===== src/rtl/pcge_pkg.sv =====
// Types and constants of the polar cost grid engine.
`default_nettype none
package pcge_pkg;

   typedef enum logic [2:0] {
      KIND_WRITE  = 3'd0,
      KIND_READ   = 3'd1,
      KIND_CLEAR  = 3'd2,
      KIND_DOWN   = 3'd3,
      KIND_UP     = 3'd4,
      KIND_BIN    = 3'd5,
      KIND_EMPTY  = 3'd6
   } kind_type;

   typedef enum logic [1:0] {
      ERR_OK    = 2'd0,
      ERR_RES   = 2'd1,
      ERR_RANGE = 2'd2
   } err_type;

   localparam int CSR_INDEX_W = 1;
   localparam logic [CSR_INDEX_W-1:0] CSR_LOW_THRESHOLD  = 1'b0;
   localparam logic [CSR_INDEX_W-1:0] CSR_HIGH_THRESHOLD = 1'b1;

   localparam int ONE_Q88 = 256;

   typedef struct packed {
      logic [2:0]  kind;
      logic [4:0]  row;
      logic [5:0]  col;
      logic [15:0] value;
   } req_type;

   typedef struct packed {
      logic [15:0] read_value;
      logic        all_zero;
      logic        half_res;
      logic [1:0]  error;
   } rsp_type;

   typedef enum logic [1:0] {
      RS_CELL = 2'd0,
      RS_QUAD = 2'd1,
      RS_UP   = 2'd2,
      RS_CMD  = 2'd3
   } rd_sel_type;

   typedef enum logic [2:0] {
      WS_ZERO  = 3'd0,
      WS_VALUE = 3'd1,
      WS_AVG   = 3'd2,
      WS_COPY  = 3'd3,
      WS_BIN   = 3'd4
   } wr_sel_type;

   typedef enum logic [2:0] {
      CNT_HOLD     = 3'd0,
      CNT_ZERO     = 3'd1,
      CNT_TOP      = 3'd2,
      CNT_FWD_FULL = 3'd3,
      CNT_FWD_USE  = 3'd4,
      CNT_BACK     = 3'd5
   } cnt_op_type;

   typedef struct packed {
      logic       capture;
      logic       rd_en;
      rd_sel_type rd_sel;
      logic       wr_en;
      wr_sel_type wr_sel;
      cnt_op_type cnt_op;
      logic       quad_clr;
      logic       quad_inc;
      logic       acc_clr;
      logic       acc_add;
      logic       prev_init;
      logic       prev_load;
      logic       empty_init;
      logic       empty_chk;
      logic       rd_capture;
      logic       set_half;
      logic       clr_half;
      logic       rsp_load;
   } cmd_type;

   typedef struct packed {
      logic [2:0] kind;
      logic       err_ok;
      logic       in_half;
      logic       in_up;
      logic       last_full;
      logic       last_use;
      logic       first;
      logic       quad_last;
      logic       rsp_free;
   } status_type;

endpackage
`default_nettype wire


===== src/rtl/pcge_ctrl.sv =====
// Controller: command sequencer for the grid datapath.
`default_nettype none
module pcge_ctrl import pcge_pkg::*; (
   input  wire logic       clock,
   input  wire logic       reset,
   input  wire logic       req_valid,
   output logic            req_stall,
   input  wire status_type sts,
   output cmd_type         cmd
);

   typedef enum logic [14:0] {
      ST_INIT    = 15'h0001,
      ST_IDLE    = 15'h0002,
      ST_DECODE  = 15'h0004,
      ST_RD2     = 15'h0008,
      ST_CLR     = 15'h0010,
      ST_DS_CELL = 15'h0020,
      ST_DS_RD   = 15'h0040,
      ST_DS_WR   = 15'h0080,
      ST_US_CELL = 15'h0100,
      ST_US_WR   = 15'h0200,
      ST_BN_RD   = 15'h0400,
      ST_BN_WR   = 15'h0800,
      ST_EM_RD   = 15'h1000,
      ST_EM_CHK  = 15'h2000,
      ST_FIN     = 15'h4000
   } state_type;

   state_type state_ff, state_in;

   always_comb begin
      state_in = state_ff;
      cmd      = '0;
      case (state_ff)
         ST_INIT: begin
            cmd.wr_en  = 1'b1;
            cmd.wr_sel = WS_ZERO;
            cmd.cnt_op = CNT_FWD_FULL;
            if (sts.last_full) state_in = ST_IDLE;
         end
         ST_IDLE: begin
            if (req_valid) begin
               cmd.capture = 1'b1;
               state_in    = ST_DECODE;
            end
         end
         ST_DECODE: begin
            state_in = ST_FIN;
            case (sts.kind)
               KIND_WRITE: begin
                  cmd.wr_en  = sts.err_ok;
                  cmd.wr_sel = WS_VALUE;
               end
               KIND_READ: begin
                  cmd.rd_en  = 1'b1;
                  cmd.rd_sel = RS_CMD;
                  state_in   = ST_RD2;
               end
               KIND_CLEAR: begin
                  cmd.cnt_op = CNT_ZERO;
                  state_in   = ST_CLR;
               end
               KIND_DOWN: begin
                  if (sts.err_ok) begin
                     cmd.cnt_op = CNT_ZERO;
                     state_in   = ST_DS_CELL;
                  end
               end
               KIND_UP: begin
                  if (sts.err_ok) begin
                     cmd.cnt_op = CNT_TOP;
                     state_in   = ST_US_CELL;
                  end
               end
               KIND_BIN: begin
                  cmd.cnt_op    = CNT_ZERO;
                  cmd.prev_init = 1'b1;
                  state_in      = ST_BN_RD;
               end
               KIND_EMPTY: begin
                  cmd.cnt_op     = CNT_ZERO;
                  cmd.empty_init = 1'b1;
                  state_in       = ST_EM_RD;
               end
               default: ;
            endcase
         end
         ST_RD2: begin
            cmd.rd_capture = 1'b1;
            state_in       = ST_FIN;
         end
         ST_CLR: begin
            cmd.wr_en  = 1'b1;
            cmd.wr_sel = WS_ZERO;
            cmd.cnt_op = CNT_FWD_FULL;
            if (sts.last_full) state_in = ST_FIN;
         end
         ST_DS_CELL: begin
            if (sts.in_half) begin
               cmd.acc_clr  = 1'b1;
               cmd.quad_clr = 1'b1;
               state_in     = ST_DS_RD;
            end else begin
               cmd.wr_en  = 1'b1;
               cmd.wr_sel = WS_ZERO;
               cmd.cnt_op = CNT_FWD_FULL;
               if (sts.last_full) begin
                  cmd.set_half = 1'b1;
                  state_in     = ST_FIN;
               end
            end
         end
         ST_DS_RD: begin
            cmd.rd_en    = 1'b1;
            cmd.rd_sel   = RS_QUAD;
            cmd.acc_add  = 1'b1;
            cmd.quad_inc = 1'b1;
            if (sts.quad_last) state_in = ST_DS_WR;
         end
         ST_DS_WR: begin
            cmd.wr_en  = 1'b1;
            cmd.wr_sel = WS_AVG;
            cmd.cnt_op = CNT_FWD_FULL;
            state_in   = ST_DS_CELL;
         end
         ST_US_CELL: begin
            if (sts.in_up) begin
               cmd.rd_en  = 1'b1;
               cmd.rd_sel = RS_UP;
               state_in   = ST_US_WR;
            end else begin
               cmd.wr_en  = 1'b1;
               cmd.wr_sel = WS_ZERO;
               cmd.cnt_op = CNT_BACK;
               if (sts.first) begin
                  cmd.clr_half = 1'b1;
                  state_in     = ST_FIN;
               end
            end
         end
         ST_US_WR: begin
            cmd.wr_en  = 1'b1;
            cmd.wr_sel = WS_COPY;
            cmd.cnt_op = CNT_BACK;
            if (sts.first) begin
               cmd.clr_half = 1'b1;
               state_in     = ST_FIN;
            end else begin
               state_in = ST_US_CELL;
            end
         end
         ST_BN_RD: begin
            cmd.rd_en  = 1'b1;
            cmd.rd_sel = RS_CELL;
            state_in   = ST_BN_WR;
         end
         ST_BN_WR: begin
            cmd.wr_en     = 1'b1;
            cmd.wr_sel    = WS_BIN;
            cmd.prev_load = 1'b1;
            cmd.cnt_op    = CNT_FWD_USE;
            state_in      = sts.last_use ? ST_FIN : ST_BN_RD;
         end
         ST_EM_RD: begin
            cmd.rd_en  = 1'b1;
            cmd.rd_sel = RS_CELL;
            state_in   = ST_EM_CHK;
         end
         ST_EM_CHK: begin
            cmd.empty_chk = 1'b1;
            cmd.cnt_op    = CNT_FWD_USE;
            state_in      = sts.last_use ? ST_FIN : ST_EM_RD;
         end
         ST_FIN: begin
            if (sts.rsp_free) begin
               cmd.rsp_load = 1'b1;
               state_in     = ST_IDLE;
            end
         end
         default: state_in = ST_INIT;
      endcase
   end

   always_ff @(posedge clock) begin
      if (reset) begin
         state_ff <= ST_INIT;
      end else begin
         state_ff <= state_in;
      end
   end

   assign req_stall = (state_ff != ST_IDLE);

endmodule
`default_nettype wire


===== config.mk =====
export PLATFORM = sky130hd
export DESIGN_NAME = pcge_ctrl
export DESIGN_NICKNAME = d
export VERILOG_FILES = /design/src/rtl/pcge_pkg.sv /design/src/rtl/pcge_ctrl.sv
export SDC_FILE = /design/constraint.sdc
export NUM_CORES = 1
export LEC_CHECK = 0
export BUFFER_PORTS_ARGS = -buffer_cell sky130_fd_sc_hd__buf_2
export CORE_ASPECT_RATIO = 1.1
export CORE_MARGIN = 1.5
export CORE_UTILIZATION = 44
export CTS_CLUSTER_DIAMETER = 120
export DETAILED_ROUTE_END_ITERATION = 10
export HOLD_SLACK_MARGIN = 0.12
export PLACE_DENSITY = 0.73
export SLEW_MARGIN = 20
export SYNTH_ARGS = -nofsm -noshare
export SYNTH_HDL_FRONTEND = slang
export SYNTH_SLANG_ARGS = --single-unit

===== constraint.sdc =====
create_clock -name clock -period 1.85 [get_ports clock]
set_clock_uncertainty 0.05 [all_clocks]
set_input_delay 0.2775 -clock clock [delete_from_list [all_inputs] [get_ports clock]]
set_output_delay 0.2775 -clock clock [all_outputs]
set_load 0.005 [all_outputs]

After elaboration in Yosys (flattened, before gate mapping):

Index checks and enable logic that the tools add are counted.

* equality and inequality tests: 27
* multiplexer cells: 46
* reductions and logical operators: 7

Operator list (number)
* $pmux W15 S15: 1
* $mux W15: 13
* $pmux W15 S6: 1
* $pmux W4 S7: 1
* $mux W1: 20
* $pmux W3 S6: 1
* $eq A15 B1 Y1 const B: 1
* $eq A15 B10 Y1 const B: 1
* $eq A15 B11 Y1 const B: 1
* $eq A15 B12 Y1 const B: 1
* $eq A15 B13 Y1 const B: 1
* $eq A15 B14 Y1 const B: 1
* $eq A15 B15 Y1 const B: 1
* $eq A15 B2 Y1 const B: 1
* $eq A15 B3 Y1 const B: 1
* $eq A15 B4 Y1 const B: 1
* $eq A15 B5 Y1 const B: 1
* $eq A15 B6 Y1 const B: 1
* $eq A15 B7 Y1 const B: 1
* $eq A15 B8 Y1 const B: 1
* $eq A15 B9 Y1 const B: 1
* $ne A15 B2 Y1 const B: 1
* $mux W7: 2
* $pmux W3 S4: 1
* other kinds (14): 24

* bits in registers: 15
* input port bits: 14
* output and inout port bits: 24
* logic and storage cells: 81

Logic depth before layout (Yosys ltp):

* word-level depth: 4
* mapped depth: 6
* gate-level depth less buffers: 5

Least setup slack after synthesis:

Ideal clock, no wire load.

* path kind: register to output
* from: register state_ff[0]
* to: output cmd[21] (netlist name)
* data arrival time: 1.731 ns
* required time: 1.522 ns
* setup slack: -0.209 ns
* stages on the path, launching flop included: 5
* path buffers: 0
* cell sequence: dfxtp_1 -> or4_1 -> or4_4 -> o41ai_2 -> nand3b_1

RTL lines
* from (decl): RTL line pcge_ctrl.sv:30 `state_type state_ff, state_in;`
* from (signal assigned): RTL line pcge_ctrl.sv:189 `state_ff <= state_in;`
* to (decl): RTL line pcge_ctrl.sv:9 `output cmd_type cmd`

==> qor.txt <==
Int Pwr = 0.6818 mW
Final setup viols = 33
pre-CTS WS = -0.2529 ns
switching share of power = 0.3552
nets = 287
failing checks = negative setup slack
share of post-route cells with drive strength above 1 = 0.6103
Final Hold Vio Count = 0
Crit. End Element = output pin
Hold Crit Depth = 4
Initial Util = 0.4578
drt pass-1 iters = 7
remaining global-route overflow = 0
chip height = 58.87 um
Final Cycle Share = 1.321
sw power = 0.3756 mW
detailed-route via count = 1,926
FP Rows = 20
Worst Reg2Reg Path Length in Cells = 7
sequential share of power = 0.333
RSZ-0062 raised after global routing = true
Regs by FF count = state_ff x15
Ports = 38
Cell Area, Synth = 1249 um2
Slew HR = 0.6707
Net Count, Synth = 178
Inserted Diodes = 0
crit path cell chain = buf_6 > nor4_4 > buf_4 > nand4_1 > nor2_2 > buf_4 > nand2_1 > nand2_1 > buf_2
latest clock arrival within the worst-skew pair = 0.29 ns
Vias/cell = 6.315
status = finished, violations left
number of distinct library cells after synthesis = 50
Mapped Cells = 164
Total GRT Usage = 0.3207
element type at the critical path start = flip-flop
Tmin final = 2.444 ns
Max Fclk = 409.2 MHz
Routability Congestion = 0.9035
Die X = 53.80 um
Post-DRT Antenna Nets = 0
CTS clock-pin slew for the worst setup and hold paths = 0.10 ns
DR iter-0 viols = 99
Core ar. = 2728 um2
synth-to-layout area growth = 83.77%
sequential share of the synthesized area = 0.2405
CP max-delay cell = dfxtp_2
CP Class = reg2out
Clock Tree Buf Depth = 2
top cells by area, synth = dfxtp_1 (24%), nor2_1 (5.4%), nand2_1 (5.1%), nor4b_1 (4.2%), nor3_1 (4.0%)
worst hold slack = 0.2119 ns
HP Class = in2reg
peak supply drop = 0.0005080 V
Buffers on Ports = 37
share of power burned in combinational logic = 0.477
CTS tree = done
Static Leak = 1.115 nW
worst slew pin tran = 0.4895 ns
largest register by flop count = state_ff
syn avg cell area = 7.614 um2
Post-synth EDFFs = 0
clk sinks = 15
prevailing post-synth register cell = dfxtp_1
DRC = 0
share of the synthesized area in the top cell type = 0.2405
Total Wirelength = 5.996 mm
Clk pwr share = 0.190
Max-Cap Viols = 0
first-pass GRT wire length = 7.417 mm
CP Depth = 9
CP peak stage delay = 0.35 ns
number of global-route vias before repair = 1,648
WP data arrival = 2.12 ns
CP max FO = 6
CTS buffer count = 3
largest net degree at the start of global routing = 15
clk root buf = clkbuf_4
max FFs per register = 15
critical path's top delay family = simple AND/OR/NAND/NOR gates
Detail Placement HPWL = 3.537 mm
die area = 3167 um2
fin. max-slew vios = 0
CP required = 1.52 ns
H-tree depth = 1
Synth area leader = dfxtp_1
async set-reset flop share out of synthesis = 0
Buf+Inv Stages, Crit Path = 4
Final WS setup = -0.5938 ns
drt wl/cell = 19.66 um
initial antenna violation count = 0
yosys warns = 0
flops & latches, synth = 15
PwrDens = 460.8 nW/um2
[layout by cell type (no fill, tap or decap), types with 4 or more instances in the layout]
| cell | instances |
|---|---|
| buf_2 | 34 |
| nor4b_1 | 5 |
| buf_4 | 62 |
| nor3_4 | 4 |
| nand3_1 | 5 |
| or4_4 | 4 |
| dfxtp_2 | 6 |
| nand2_1 | 13 |
| dfxtp_1 | 7 |
| nand4_1 | 6 |
| inv_1 | 5 |
| nor3_1 | 4 |
| nor2_1 | 14 |
| buf_6 | 15 |
| nor2b_1 | 5 |
[synthesized netlist by cell type, drive strengths merged, types with 2 or more instances]
| master | count |
|---|---|
| o211ai | 2 |
| nand4 | 6 |
| o21ba | 2 |
| dfxtp | 15 |
| nor3b | 4 |
| o22ai | 2 |
| buf | 5 |
| xor2 | 2 |
| or4b | 3 |
| clkbuf | 2 |
| nand3 | 7 |
| a21oi | 4 |
| nand2b | 2 |
| nand2 | 17 |
| nor4b | 6 |
| nor4 | 5 |
| and3 | 5 |
| nor2 | 18 |
| o21ai | 6 |
| nor2b | 5 |
| inv | 7 |
| or4 | 4 |
| nor3 | 11 |
| and4 | 5 |
[worst reg2reg max path, delay by kind of cell (launching register included)]
kind	cells	cell delay (ns)
AOI/OAI and AO/OA	1	0.09
DFF	1	0.35
and+or+nand+nor	4	1.20
buffers and inverters	2	0.30
[final timing paths]
path                startpoint           end  slack (ns)
setup reg to reg   state_ff[4]   state_ff[1]       -0.26
hold / removal          sts[1]   state_ff[6]        0.21
hold reg to reg   state_ff[10]  state_ff[11]        0.62
setup / recovery   state_ff[4]       cmd[15]       -0.59
[area by class of cell]
class	count	area [um2]
flip-flops and latches	15	315.3
multi-input cells	135	1081
fillers	155	432.9
clock buffers	4	26.28
repair buffers	111	804.5
well taps	33	41.29
inverters	7	26.28
[metal layers]
layer,global-route usage,vias to the layer above,routed length [um]
met5,0,-,0
met4,0.1429,0,422
met3,0.03046,48,545
met2,0.5557,162,2822
met1,0.3921,875,2206
li1,-,841,-
[kinds of logic (layout without fill, tap and decap cells)]
family / Yosys count / after routing / share of synthesized area
flip-flops: 15 / 15 / 0.2405
XOR/XNOR: 3 / 3 / 0.02105
buffers and inverters: 14 / 122 / 0.05110
multiplexers: 1 / 1 / 0.009017
AND/OR/NAND/NOR: 105 / 105 / 0.5271
AO/OA/AOI/OAI: 26 / 26 / 0.1513
[per-stage QoR]
step / instances / cell area (um2) / power (mW) / setup TNS, ns / utilization
after floorplan: 164 / 1267 / 0.5185 / -0.5613 / -
after global placement: 281 / 1856 / 0.7175 / -2.628 / 0.6803
after detailed placement: 281 / 1856 / 0.7224 / -3.114 / 0.6803
after CTS: 293 / 2032 / 0.9367 / -10.57 / 0.7450
after global routing: 305 / 2295 / 1.095 / -14.08 / 0.8413
final: 305 / 2295 / 1.057 / -12.52 / 0.8413
[repair_timing]
| action | in CTS | in global routing |
|---|---|---|
| setup endpoints to repair | 28 | 33 |
| gates resized for setup | 24 | 43 |
| hold buffers | 0 | 0 |
| pin swaps | 11 | 25 |
| endpoints found under the hold margin | 0 | 0 |
| setup buffers | 9 | 16 |
[power groups by stage]
stage	clock network, mW	registers (mW)	logic [mW]
after global routing	0.213	0.353	0.529
after global placement	0	0.355	0.362
after detailed placement	0	0.357	0.365
after floorplan	0	0.358	0.161
after CTS	0.198	0.350	0.389
final	0.201	0.352	0.505
(Power assumes the default switching activity.)
